File: config.mk
export PLATFORM = sky130hd
export DESIGN_NAME = afs_front
export DESIGN_NICKNAME = d
export VERILOG_FILES = /design/src/rtl/afs_pkg.sv /design/src/rtl/afs_front.sv
export SDC_FILE = /design/constraint.sdc
export NUM_CORES = 2
export LEC_CHECK = 0
export BUFFER_PORTS_ARGS = -buffer_cell sky130_fd_sc_hd__buf_2
export CORE_UTILIZATION = 40
export CTS_CLUSTER_DIAMETER = 150
export CTS_CLUSTER_SIZE = 8
export DETAILED_ROUTE_END_ITERATION = 12
export GPL_TIMING_DRIVEN = 0
export HOLD_SLACK_MARGIN = 0.08
export PLACE_DENSITY = 0.58
export SLEW_MARGIN = 30
export SYNTH_ARGS = -nofsm -noshare
export SYNTH_HDL_FRONTEND = slang
export SYNTH_SLANG_ARGS = --single-unit
File: constraint.sdc
create_clock -name clk -period 8.9 [get_ports clk]
set_clock_uncertainty 0.15 [all_clocks]
set_input_delay 0.89 -clock clk [delete_from_list [all_inputs] [get_ports clk]]
set_output_delay 0.89 -clock clk [all_outputs]
set_load 0.02 [all_outputs]
File: src/rtl/afs_pkg.sv
`default_nettype none
package afs_pkg;
	// default scale of the result
	localparam int FRAC_BITS_DEF = 12;
	// quotient bits below the overflow test, one cell each
	localparam int NCELL = 31;
	// stages ahead of the cell row
	localparam int NFRONT = 3;
	localparam logic [30:0] ACC_MAX = 31'h7FFF_FFFF;

	typedef enum logic [1:0] {
		ST_OK   = 2'd0,
		ST_SAT  = 2'd1,
		ST_ZERO = 2'd2
	} status_t;

	// one item on its way down the cell row
	typedef struct packed {
		logic [63:0] r;
		logic [30:0] ylo;
		logic [63:0] d;
		logic [30:0] q;
		status_t     st;
	} afs_item_t;
endpackage
`default_nettype wire

File: src/rtl/afs_front.sv
`default_nettype none
module afs_front import afs_pkg::*; #(
	parameter int FRAC_BITS = FRAC_BITS_DEF
) (
	input  wire logic               clk,
	input  wire logic [2:0]         en,
	input  wire logic signed [31:0] speed,
	input  wire logic signed [31:0] end_speed,
	input  wire logic signed [63:0] distance,
	output afs_item_t               item
);
	localparam int YW = 63 + FRAC_BITS;

	logic [32:0] dif, sm, dif_mag, sm_mag;
	logic [63:0] dmag;
	logic [32:0] a_s1, b_s1;
	logic [63:0] d_s1, d_s2;
	logic        zero_s1, zero_s2;
	logic [65:0] prod;
	logic [62:0] prod_s2;
	logic [YW:0] ysh;
	logic [YW-1:0] y;
	logic [63:0] hi;
	logic        ovf;
	afs_item_t   nxt;

	// stage 1: widened difference, sum and distance magnitude
	always_comb begin
		dif = {speed[31], speed} - {end_speed[31], end_speed};
		sm = {speed[31], speed} + {end_speed[31], end_speed};
		dif_mag = dif[32] ? (33'd0 - dif) : dif;
		sm_mag = sm[32] ? (33'd0 - sm) : sm;
		dmag = distance[63] ? (64'd0 - distance) : distance;
	end

	always_ff @(posedge clk) begin
		if (en[0]) begin
			a_s1 <= dif_mag;
			b_s1 <= sm_mag;
			d_s1 <= dmag;
			zero_s1 <= (dmag == 64'd0);
		end
	end

	// stage 2: |v^2 - ve^2|, never above 2^62
	assign prod = {33'd0, a_s1} * {33'd0, b_s1};

	always_ff @(posedge clk) begin
		if (en[1]) begin
			prod_s2 <= prod[62:0];
			d_s2 <= d_s1;
			zero_s2 <= zero_s1;
		end
	end

	// stage 3: scale, overflow test on the top quotient bits, first remainder
	always_comb begin
		ysh = (YW + 1)'(prod_s2) << FRAC_BITS;
		y = ysh[YW:1];
		hi = 64'(y[YW-1:31]);
		ovf = (hi >= d_s2);
		nxt.r = hi;
		nxt.ylo = y[30:0];
		nxt.d = d_s2;
		nxt.q = '0;
		if (zero_s2) begin
			nxt.st = ST_ZERO;
		end else if (ovf) begin
			nxt.st = ST_SAT;
		end else begin
			nxt.st = ST_OK;
		end
	end

	always_ff @(posedge clk) begin
		if (en[2]) begin
			item <= nxt;
		end
	end
endmodule
`default_nettype wire

# After elaboration in Yosys (flattened, before gate mapping)
# Cells that the tools add are included.
[totals]
regBits = 388
n_memories = 0
romBits = 0
latchBits = 0
word_cells = 25
ramBits = 0
[op_classes]
eq_ne = 0
div_mod_pow = 0
bitwise_logic = 0
mul = 1
magnitude_cmp = 1
n_shift = 0
muxes = 4
n_addsub = 5
n_reduce_logical = 1
[ops]
columns = ["cell", "n"]
rows = [
  ["1-bit by 33-bit subtractor with 33-bit output, first input constant", 2],
  ["43-bit by 64-bit >= comparator with 1-bit output", 1],
  ["64-bit logical NOT", 1],
  ["32-bit two-way mux", 2],
  ["64-bit two-way mux", 1],
  ["1-bit by 64-bit subtractor with 64-bit output, first input constant", 1],
  ["33-bit by 33-bit multiplier with 63-bit output", 1],
  ["32-bit by 32-bit adder with 33-bit output", 1],
  ["32-bit by 32-bit subtractor with 33-bit output", 1],
  ["1-bit two-way mux", 1],
]

# Logic depth before layout (Yosys ltp)
[logic_depth]
ltp_word = 3
depth_mapped = 32
mapped_depth_nobuf = 29

# Least setup slack after synthesis
# Ideal clock, no wire load.
[synth_path]
kind = "flip-flop to flip-flop"
start = "reg a_s1[0]"
end = "reg prod_s2[62] (data pin)"
setup_ps = 266
path_buffers = 3
path_stages_with_launch = 33
t_arrival_ps = 7804
setup_slack_ps = 680
path_cell_list = "edfxtp_1 > clkbuf_1 > clkbuf_1 > and2_1 > fa_1 > inv_1 > fa_1 > inv_1 > fa_1 > inv_1 > fa_1 > inv_1 > fa_1 > inv_1 > fa_1 > inv_1 > fa_1 > inv_1 > fa_1 > inv_1 > ha_1 > clkbuf_1 > nand4_1 > nor4_1 > a221oi_1 > o31ai_1 > or3b_2 > a21o_1 > a31oi_1 > o31ai_1 > a41o_1 > nor4_1 > nor4_1"
[synth_via]
elab_chain_cells = 1
[synth_rtl]
columns = ["element", "line", "source"]
rows = [
  ["from (decl)", "afs_front.sv:16", "logic [32:0] a_s1, b_s1;"],
  ["from (signal assigned)", "afs_front.sv:38", "a_s1 <= dif_mag;"],
  ["33-bit by 33-bit multiplier with 63-bit output", "afs_front.sv:46", "assign prod = {33'd0, a_s1} * {33'd0, b_s1};"],
  ["named net prod[62]", "afs_front.sv:19", "logic [65:0] prod;"],
  ["to (signal assigned)", "afs_front.sv:50", "prod_s2 <= prod[62:0];"],
  ["to (decl)", "afs_front.sv:20", "logic [62:0] prod_s2;"],
]
# The timed path passes the listed nets, and every way through them passes these cells.
# A chain may end at the register's enable or synchronous reset.

# Final worst setup path
[layout_path]
start = "reg b_s1[13]"
end = "reg prod_s2[62] (data pin)"
[layout_via]
elab_chain_cells = 1
[layout_rtl]
columns = ["element", "line", "source"]
rows = [
  ["from (decl)", "afs_front.sv:16", ""],
  ["from (signal assigned)", "afs_front.sv:39", "b_s1 <= sm_mag;"],
  ["33-bit by 33-bit multiplier with 63-bit output", "afs_front.sv:46", ""],
  ["named net prod[62]", "afs_front.sv:19", ""],
]
# The timed path passes the listed nets, and every way through them passes these cells.

==> run summary <==
=================================================================================
Residual DRC count .................................................            0
Die X-Extent .......................................................       372 um
Vias ...............................................................       40,870
Number of cells on the worst hold path .............................            0
Unrepaired setup endpoints after global routing ....................          yes
Count of TritonRoute iterations in the first routing pass ..........            6
Post-DR vias/cell ..................................................         5.26
Hold Fails Final Rpt ...............................................            0
Initial Util .......................................................        40.4%
Critical path's slowest cell ....................................... sky130_fd_sc_hd__edfxtp_1
Total grt overflow .................................................            0
Final wirelength ...................................................       188 mm
Biggest area consumer among synthesized cells ...................... sky130_fd_sc_hd__fa_1
Synthesis-stage register bit count .................................          387
I/O Pins ...........................................................          324
Worst-Margin Slew ..................................................      1070 ps
Sort of element at the end of the critical path ....................     register
Worst min-delay path category ...................................... register to register
CP bufs+invs .......................................................            7
Clock latency of the later-clocked register in the worst-skew pair .       680 ps
Synthesis Warnings .................................................            0
Clock tree from TritonCTS ..........................................        built
Maximum count of clock buffers along a single path .................            3
Die height .........................................................       372 um
Critical path peak fanout ..........................................           10
Clock tree sinks ...................................................          387
Slowest Stage Delay on Critical Path ...............................       580 ps
Top flip-flop cell by instance count after synthesis ............... sky130_fd_sc_hd__edfxtp_1
Unique masters post-synth ..........................................           83
Placer Congestion ..................................................        0.992
Netlist Area Pre-Place .............................................   54,700 um2
Die Outline Area ...................................................  138,000 um2
Avg Inst Size Synth ................................................     9.87 um2
Global-route usage over all layers .................................        27.3%
Antenna viol nets, final ...........................................            0
Arrival time at the worst endpoint .................................      9000 ps
Pin count of the biggest net entering global routing ...............           79
Number of hold buffers added after cts .............................            0
Required @ worst endpoint ..........................................      9130 ps
Port-buffer cells ..................................................          259
Global-route wire length before repair .............................       274 mm
Final setup vio count ..............................................            0
Area share of the largest cell type after synthesis ................        35.0%
Tightest slew margin relative to the limit .........................        28.7%
Most frequent CP cell .............................................. sky130_fd_sc_hd__fa_1
Startpoint of the most critical setup path .........................     b_s1[13]
CTS Buf Count ......................................................           56
Post-route minimum period ..........................................      8770 ps
EDFF count, synth ..................................................          387
Reg-to-Reg Start ...................................................     b_s1[13]
CTS Root Buffer Type ............................................... sky130_fd_sc_hd__clkbuf_16
Fraction of the yosys area taken by sequential cells ...............        21.2%
Number of cells on the worst reg-to-reg path .......................           28
Placement Rows .....................................................          135
Critical path startpoint category ..................................     register
Number of gates on the worst path with buffers counted .............           28
Setup CP Type ...................................................... register to register
Main area contributors after synthesis ............................. sky130_fd_sc_hd__fa_1 (35%), sky130_fd_sc_hd__edfxtp_1 (21%), sky130_fd_sc_hd__ha_1 (8.0%), sky130_fd_sc_hd__inv_1 (8.0%), sky130_fd_sc_hd__and2_1 (6.2%)
Cell area after placement ..........................................   58,600 um2
Initial antenna violation count ....................................           14
Fraction of layout cells with a size suffix above 1 ................        11.3%
Area grow syn2layout ...............................................        11.9%
Share of async-settable or async-resettable flops after synthesis ..           0%
Clock transition at path regs ......................................        50 ps
Final worst path period share ......................................        98.5%
Syn Inst Count .....................................................        5,545
# fillers ..........................................................       13,303
Clock H-tree levels ................................................            2
Number of max-cap violations .......................................            0
Core region area ...................................................  136,000 um2
Vias in the first global route .....................................       41,352
Largest delay share family, worst path .............................  adder cells
Status .............................................................    completed
Hold Path Origin ...................................................      d_s1[6]
DR iter-0 viols ....................................................        3,861
Routed len/inst ....................................................      24.3 um
Cell types with the highest counts after synthesis ................. sky130_fd_sc_hd__inv_1 (1,160), sky130_fd_sc_hd__fa_1 (958), sky130_fd_sc_hd__nand2_1 (648)
Max-slew violations ................................................            0
Top-count cell post-synth .......................................... sky130_fd_sc_hd__inv_1
Half-perimeter wire length of the detailed placement result ........       155 mm
Highest attainable clock frequency .................................      114 MHz
Summed area of non-filler cells in the final layout ................   61,200 um2
Total Nets Final ...................................................        7,413
=================================================================================
## worst register-to-register path, delay by kind of cell, from the launching register on
| family | cells | cell delay [ps] |
|---|---|---|
| simple gates | 6 | 1300 |
| buf+inv | 7 | 1070 |
| fa+ha+maj | 9 | 4260 |
| flops | 1 | 580 |
| compound gates | 6 | 1210 |
## per-stage QoR
step,instances,TNS (ps),hold slack (ps),setup WS (ps),utilization [%]
2_1_floorplan,5607,0,250,680,-
3_3_place_gp,7647,-33730,251,-2010,43.1
3_5_place_dp,7650,-32870,255,-1940,43.2
4_1_cts,7752,0,217,3.04,44.9
5_1_grt,7760,-103,229,-60.7,45.1
6_report,7763,0,210,130,45.1
## timing repair
action,in CTS,in global routing
setup buffers,41,13
pin swaps,6,10
endpoints found under the setup margin,33,13
resized for setup,206,111
## path summary, 6_finish.rpt
path,to,slack (ps)
max,prod_s2[62],130
min,d_s2[6],210
max reg2reg,prod_s2[62],130
min reg2reg,d_s2[6],210
## layout by cell type (no fill, tap or decap), types with 63 or more instances in the layout
cell type	count
sky130_fd_sc_hd__a21o_1	67
sky130_fd_sc_hd__a21oi_1	129
sky130_fd_sc_hd__and2_1	545
sky130_fd_sc_hd__buf_2	275
sky130_fd_sc_hd__buf_4	116
sky130_fd_sc_hd__clkbuf_1	85
sky130_fd_sc_hd__clkbuf_2	89
sky130_fd_sc_hd__conb_1	63
sky130_fd_sc_hd__edfxtp_1	387
sky130_fd_sc_hd__fa_1	958
sky130_fd_sc_hd__ha_1	346
sky130_fd_sc_hd__inv_1	1160
sky130_fd_sc_hd__nand2_1	648
sky130_fd_sc_hd__nor2_1	121
sky130_fd_sc_hd__o21ai_0	85
sky130_fd_sc_hd__xnor2_1	196
## cells by family (layout without fill, tap and decap cells)
logic type      count (synthesis)  after routing  share of synthesized area [%]
compound gates                518            518                           6.25
other cells                     1             68                        0.00685
xor+xnor                      240            240                           3.84
simple gates                 1596           1596                           14.8
buf+inv                      1489           1859                           10.7
mux                             4              4                         0.0777
fa+ha+maj                    1310           1310                           43.1
flops                         387            387                           21.2
## flip-flops by register name, summed over array words and instances, names as in the netlist
name and cells:
d_s2 64, item 129, zero_s2 1, zero_s1 1, b_s1 32, d_s1 64, prod_s2 63, a_s1 33
## layout make-up
type,count,area [um2],share of cell area [%]
diodes,5,12.5,0.0204
plain buffers,319,1870,3.06
clock buffers,57,1410,2.29
clock inverters,7,120,0.196
inverters,1160,4350,7.11
multi-input cells,3731,37800,61.7
flip-flops and latches,387,11600,19.0
well taps,1781,2230,3.64
repair buffers,316,1860,3.04
## routing by layer
layer	part of all wire (%)	GRT usage [%]	vias to the layer above
met5	0.072	0.559	-
met4	3.4	8.14	8
met3	8.7	4.79	310
met2	45	42.7	1809
met1	43	38.6	20893
li1	-	-	17850
Power is left out: the tool's default activity adds up to more than one toggle a clock period on the data nets, which glitch-free logic cannot reach.
