$ cat config.mk
export PLATFORM = sky130hd
export DESIGN_NAME = afs_cell
export DESIGN_NICKNAME = d
export VERILOG_FILES = /design/src/rtl/afs_pkg.sv /design/src/rtl/afs_cell.sv
export SDC_FILE = /design/constraint.sdc
export NUM_CORES = 1
export LEC_CHECK = 0
export BUFFER_PORTS_ARGS = -buffer_cell sky130_fd_sc_hd__buf_4
export CORE_UTILIZATION = 30
export CTS_BUF_LIST = sky130_fd_sc_hd__clkbuf_2 sky130_fd_sc_hd__clkbuf_4 sky130_fd_sc_hd__clkbuf_8
export DETAILED_ROUTE_END_ITERATION = 7
export PLACE_DENSITY_LB_ADDON = 0.05
export REMOVE_ABC_BUFFERS = 1
export SYNTH_ARGS = -nofsm -noshare
export SYNTH_HDL_FRONTEND = slang
export SYNTH_SLANG_ARGS = --single-unit
export TNS_END_PERCENT = 5
$ cat constraint.sdc
create_clock -name clk -period 4.05 [get_ports clk]
set_input_delay 1.215 -clock clk [delete_from_list [all_inputs] [get_ports clk]]
set_output_delay 1.215 -clock clk [all_outputs]
set_load 0.05 [all_outputs]
$ cat src/rtl/afs_pkg.sv
`default_nettype none
package afs_pkg;
	// default scale of the result
	localparam int FRAC_BITS_DEF = 12;
	// quotient bits below the overflow test, one cell each
	localparam int NCELL = 31;
	// stages ahead of the cell row
	localparam int NFRONT = 3;
	localparam logic [30:0] ACC_MAX = 31'h7FFF_FFFF;

	typedef enum logic [1:0] {
		ST_OK   = 2'd0,
		ST_SAT  = 2'd1,
		ST_ZERO = 2'd2
	} status_t;

	// one item on its way down the cell row
	typedef struct packed {
		logic [63:0] r;
		logic [30:0] ylo;
		logic [63:0] d;
		logic [30:0] q;
		status_t     st;
	} afs_item_t;
endpackage
`default_nettype wire

$ cat src/rtl/afs_cell.sv
`default_nettype none
module afs_cell import afs_pkg::*; (
	input  wire logic      clk,
	input  wire logic      en,
	input  wire afs_item_t a,
	output afs_item_t      b
);
	logic [64:0] rr, df;
	logic        ge;
	afs_item_t   nxt;

	// one restoring division step: bring down a bit, try the subtract
	always_comb begin
		rr = {a.r, a.ylo[30]};
		df = rr - {1'b0, a.d};
		ge = ~df[64];
		nxt = a;
		nxt.r = ge ? df[63:0] : rr[63:0];
		nxt.ylo = {a.ylo[29:0], 1'b0};
		nxt.q = {a.q[29:0], ge};
	end

	always_ff @(posedge clk) begin
		if (en) begin
			b <= nxt;
		end
	end
endmodule
`default_nettype wire

Word-level counts from Yosys, hierarchy flattened
Cells that the tools add are included.
{ "totals": {"regBits": 191, "in_bits": 194, "out_inout_bits": 192, "wordCells": 8} }
{ "classes": {"addsub": 1, "muxes": 1, "n_bitwise": 1} }
{ "ops": {"columns": ["cell", "count"], "rows": [
  ["65-bit by 64-bit subtractor with 65-bit output", 1],
  ["64-bit 2-to-1 mux", 1],
  ["1-bit NOT", 1]
]} }

Longest topological paths before layout
Gate-level depths: netlist (run 1).
{ "logic_depth": {"ltp_word": 2, "mapped_depth": 14, "depth_no_buf": 13} }

Worst setup path after synthesis (run 1)
OpenSTA, ideal clock, no wires.
{ "synth_path": {"kind": "input -> register", "start": "in a[59] in the netlist's numbering", "end": "reg b[187] in the netlist's numbering, data pin", "setup_ns": 0.262, "arrival_time_ns": 3.986, "t_required_ns": 3.788, "path_slack_ns": -0.198, "cell_stages": 10, "path_buffers": 0, "cell_sequence": "inv_1 -> ha_1 -> a21o_1 -> or4b_1 -> or4b_4 -> a311o_1 -> a211oi_2 -> o21ai_1 -> mux2i_1 -> mux2_1"} }
{ "synth_rtl": {"columns": ["element", "line_no", "text"], "rows": [
  ["from (decl)", "afs_cell.sv:5", "input wire afs_item_t a,"],
  ["to (signal assigned)", "afs_cell.sv:25", "b <= nxt;"],
  ["to (decl)", "afs_cell.sv:6", "output afs_item_t b"]
]} }

==> results.json, run 1 <==
{
  "cts_htree_levels": 4,
  "coreArea_um2": 35500,
  "port_buffers": 383,
  "drtPass1Iterations": 5,
  "cts_buffers": 17,
  "timing.final.crit_share_pct": 99.6,
  "holdPathEnd": "b[90]",
  "cts_buffer_depth": 2,
  "largest_reg_flops": 191,
  "antenna_found_initial": 0,
  "ys_top_cells_by_area": "edfxtp_1, ha_1, mux2_1",
  "synth-async-reset-ratio_pct": 0,
  "synth_edf_count": 191,
  "crit_start": "a[55]",
  "worstPathRequired_ns": 4.32,
  "synth_top_area_share_pct": 53.2,
  "gr-usage-all-layers_pct": 17.7,
  "syn_inst": 935,
  "final.min_clock_period_ns": 4.03,
  "crit_arrival_ns": 4.31,
  "routedWlPerCell_um": 17.4,
  "grt_max_degree": 67,
  "initial_utilization_pct": 30.4,
  "outcome": "finished clean",
  "drc": 0,
  "clk_pin_slew_worst_paths_ns": 0.12,
  "report.final.slew_viol_count": 0,
  "overflow": 0,
  "synth_cell_types": 72,
  "ys_ff_latch": 191,
  "synth.largest_area_cell": "edfxtp_1",
  "areaGrowthSynthToFinish_pct": 50.7,
  "drive_above_1_share_pct": 43.4,
  "regMostFlops": "b",
  "yosys-top-cells-count": "edfxtp_1, inv_1, a21oi_1, ha_1, nand2_1",
  "synthFlopType": "edfxtp_1",
  "cts_tree": "yes",
  "cp_max_fo": 3,
  "rsz0062_at_grt": "yes",
  "syn-cell-area_um2": 10800,
  "fp.dieH_um": 192,
  "cts_num_sinks": 191,
  "hold_buffers": 0,
  "p_total_mw": 6.36,
  "hold_path_class": "in -> reg",
  "ys_seq_area_share_pct": 53.2,
  "yosysWarningCount": 0,
  "layout.nets": 1759,
  "clock.fmax_mhz": 248,
  "final_util_pct": 45.8,
  "worstMarginPinSlew_ns": 0.791,
  "drt_iter0_markers": 408,
  "min_from": "a[90]",
  "power_leakage_nw": 7.33,
  "maxCapViolations": 0,
  "syn_area_per_cell_um2": 11.5,
  "min_path_cells": 1,
  "largestRegisters": "b x191",
  "grt_pass1_vias": 9001,
  "finalHoldViolCount": 0,
  "antenna_left": 0,
  "ir_drop_mv": 0.230,
  "dieArea_um2": 36700,
  "num_antenna_cells": 0,
  "cts_root_buf": "clkbuf_8",
  "fp-row-count": 69,
  "power_density_nw_per_um2": 392,
  "boundaryPins": 386,
  "path_class": "in -> reg",
  "dpl.hpwl_um": 26800,
  "setup_violations": 0,
  "crit_path_end_kind": "register",
  "place.gp.congestion": 0.830,
  "via_per_inst": 4.65,
  "wl_um": 34400,
  "yosys.cell_count.top_type": "edfxtp_1",
  "die_w_um": 192,
  "grt_pass1_wl_um": 49300,
  "vias": 9184,
  "start_kind": "primary input",
  "slew-limit-headroom_pct": 46.8
}
-- per-layer routing --
layer,vias to the layer above,part of all wire (%),wire (um),global-route usage (%)
li1,4589,-,-,-
met1,4292,45,15500,22.8
met2,279,47,16300,29.5
met3,24,6.4,2210,4.49
met4,0,1.2,412,4.27
met5,-,0,0,0
-- how the worst max path moves through the flow --
stage                        end
after floorplan           b[165]
after global placement    b[187]
after detailed placement  b[187]
after CTS                 b[187]
after global routing      b[187]
final                     b[187]
-- kinds of logic (layout without fill, tap and decap cells) --
| family | after synthesis | count (layout) | share of synthesized area, % |
|---|---|---|---|
| AO/OA/AOI/OAI | 236 | 236 | 14.3 |
| XOR/XNOR | 57 | 57 | 4.63 |
| buffers and inverters | 122 | 700 | 4.39 |
| AND/OR/NAND/NOR | 200 | 200 | 9.33 |
| flip-flops | 191 | 191 | 53.2 |
| other | 1 | 1 | 0.0348 |
| multiplexers | 63 | 63 | 6.54 |
| adder cells (fa/ha/maj) | 65 | 65 | 7.61 |
-- worst max-delay path, cell delays in order --
cell and delay, ns:
buf_4 0.11, inv_1 0.10, ha_4 0.22, nand2_1 0.08
nor2_1 0.05, or4b_4 0.54, or4b_4 0.51, a311o_1 0.47
a211oi_4 0.40, o21ai_2 0.14, mux2i_1 0.17, mux2_4 0.28
-- layout by cell type (no fill, tap or decap), drive strengths merged, types with 11 or more instances in the layout --
cell      n
nor2     42
ha       64
edfxtp  191
clkbuf   22
inv      95
xor2     23
mux2     57
nand4    22
nor2b    11
a21oi    79
buf     576
nand2    62
xnor2    34
a21o     32
o21ai    36
o21bai   15
-- area by class of cell --
cell class                      instances  area (um^2)
Sequential cell                       191         5740
Timing Repair Buffer                  580         4480
Inverter                               88          338
Clock inverter                         14          129
Clock buffer                           18          241
Multi-Input combinational cell        622         4750
Fill cell                            3487        19200
Tap cell                              461          577
-- power breakdown --
| group | total [mW] | leakage [nW] | internal (mW) | switching (mW) |
|---|---|---|---|---|
| Combinational | 2.59 | 5.27 | 1.02 | 1.57 |
| Sequential | 2.51 | 1.87 | 2.45 | 0.0597 |
| Clock | 1.26 | 0.187 | 0.505 | 0.758 |
-- through the flow --
step	hold slack [ns]	setup TNS (ns)	cell area, um^2	setup slack [ns]	instances
detailed placement	1.39	-34.92	15600	-0.656	1934
CTS	0.832	-0.122	16000	-0.0504	1966
global route	0.824	-0.0450	16200	-0.0203	1974
global placement	1.39	-34.17	15600	-0.653	1934
finish	0.885	0	16200	0.0159	1974
floorplan	1.31	-31.52	10600	-0.567	901
-- what timing repair did --
action	CTS	global route
gates cloned	0	5
pin swaps	0	12
endpoints found under the hold margin	0	0
setup buffers	0	3
resized for setup	3	35
endpoints found under the setup margin	54	57
Note: power is estimated with default switching activity, not from simulation.
==> inputs of run 2 (changes only) <==
PLACE_DENSITY = 0.52   (was unset)
PLACE_DENSITY_LB_ADDON = unset   (was 0.05)
==> results.json, run 2 (same netlist as run 1, synthesis figures left out) <==
{
  "antenna_left": 0,
  "port_buffers": 383,
  "power_leakage_nw": 7.27,
  "cts_buffer_depth": 2,
  "setup_violations": 0,
  "finalHoldViolCount": 0,
  "dpl.hpwl_um": 26500,
  "grt_max_degree": 56,
  "holdPathEnd": "b[36]",
  "slew-limit-headroom_pct": 52.5,
  "path_class": "in -> reg",
  "cts_htree_levels": 4,
  "initial_utilization_pct": 30.4,
  "p_total_mw": 6.45,
  "final.min_clock_period_ns": 3.96,
  "die_w_um": 192,
  "largest_reg_flops": 191,
  "maxCapViolations": 0,
  "vias": 9180,
  "crit_arrival_ns": 4.22,
  "drtPass1Iterations": 5,
  "drc": 0,
  "outcome": "finished clean",
  "start_kind": "primary input",
  "hold_path_class": "in -> reg",
  "cts_tree": "yes",
  "cts_root_buf": "clkbuf_8",
  "clock.fmax_mhz": 252,
  "dieArea_um2": 36700,
  "final_util_pct": 45.3,
  "final_common_cell": "buf_4",
  "fp-row-count": 69,
  "cts_num_sinks": 191,
  "grt_pass1_vias": 9076,
  "crit_path_end_kind": "register",
  "report.final.slew_viol_count": 0,
  "grt_pass1_wl_um": 49500,
  "ir_drop_mv": 0.193,
  "wl_um": 33500,
  "drt_iter0_markers": 366,
  "cts_buffers": 17,
  "layout_common_cells": "buf_4, edfxtp_1, inv_1, a21oi_1, nand2_1",
  "timing.final.crit_share_pct": 97.9,
  "min_path_cells": 1,
  "boundaryPins": 386,
  "worstPathRequired_ns": 4.31,
  "gr-usage-all-layers_pct": 17.6,
  "areaGrowthSynthToFinish_pct": 49.0,
  "num_antenna_cells": 0,
  "fp.dieH_um": 192,
  "antenna_found_initial": 0,
  "place.gp.congestion": 0.842,
  "clk_pin_slew_worst_paths_ns": 0.13,
  "power_density_nw_per_um2": 401,
  "drive_above_1_share_pct": 42.1,
  "worstMarginPinSlew_ns": 0.706,
  "largestRegisters": "b x191",
  "regMostFlops": "b",
  "min_from": "a[36]",
  "via_per_inst": 4.68,
  "routedWlPerCell_um": 17.1,
  "cp_max_fo": 3,
  "layout.nets": 1746,
  "overflow": 0,
  "coreArea_um2": 35500
}
run 2: changes by cell type in the layout (fill, tap and decap cells not counted), sizes merged:
| cell | before | now |
|---|---|---|
| clkbuf | 22 | 20 |
| clkinvlp | 2 | 0 |
| clkinv | 4 | 7 |
| bufinv | 1 | 2 |
| inv | 95 | 94 |
| buf | 576 | 564 |
run 2: stage by stage:
stage               setup TNS, ns  area [um^2]  worst slack [ns]  cells  hold slack (ns)
global route             -0.00183        16100          -0.00128   1961            0.825
global placement           -32.78        15500            -0.562   1924             1.39
floorplan                  -31.52        10600            -0.567    901             1.31
detailed placement         -33.05        15500            -0.587   1924             1.39
CTS                             0        16000           0.00482   1957            0.828
finish                          0        16100            0.0855   1961            0.872
run 2: cell type report:
cell class,instances,area (um^2)
Multi-Input combinational cell,622,4650
Tap cell,461,577
Clock inverter,15,195
Timing Repair Buffer,567,4340
Inverter,88,335
Sequential cell,191,5740
Fill cell,3395,19400
Clock buffer,17,234
run 2: worst max-delay path by stage:
stage / slack, ns / startpoint / end
floorplan: -0.57 / a[60] / b[165]
global placement: -0.56 / a[33] / b[185]
detailed placement: -0.59 / a[59] / b[187]
CTS: 0.005 / a[57] / b[187]
global route: -0.001 / a[33] / b[181]
finish: 0.09 / a[57] / b[187]
run 2: layer usage:
layer  wire [um]  up-vias  GRT usage (%)
met5           0        -              0
met4         265        0           3.85
met3        1990       15           4.22
met2       16200      249           29.6
met1       15100     4348           22.7
li1            -     4568              -
run 2: repair_timing:
item / 4_1_cts / 5_1_grt
cloned: 0 / 3
pin swaps: 4 / 4
hold endpoints to repair: 0 / 0
hold buffers: 0 / 0
setup buffers: 1 / 1
gates resized for setup: 6 / 13
endpoints found under the setup margin: 47 / 56
run 2: power breakdown:
group / total (mW) / internal, mW / switching (mW) / leakage [nW]
Sequential: 2.51 / 2.45 / 0.0597 / 1.87
Clock: 1.41 / 0.582 / 0.823 / 0.218
Combinational: 2.53 / 0.987 / 1.55 / 5.18
run 2: critical path, cell delays in order:
cell and delay, ns:
buf_4 0.08, inv_1 0.04, ha_1 0.31, a21oi_2 0.17, nor2_1 0.06, or4b_4 0.52, or4b_4 0.52, a311o_1 0.36
a211oi_2 0.24, buf_4 0.16, o21ai_2 0.08, mux2i_1 0.16, mux2_1 0.30
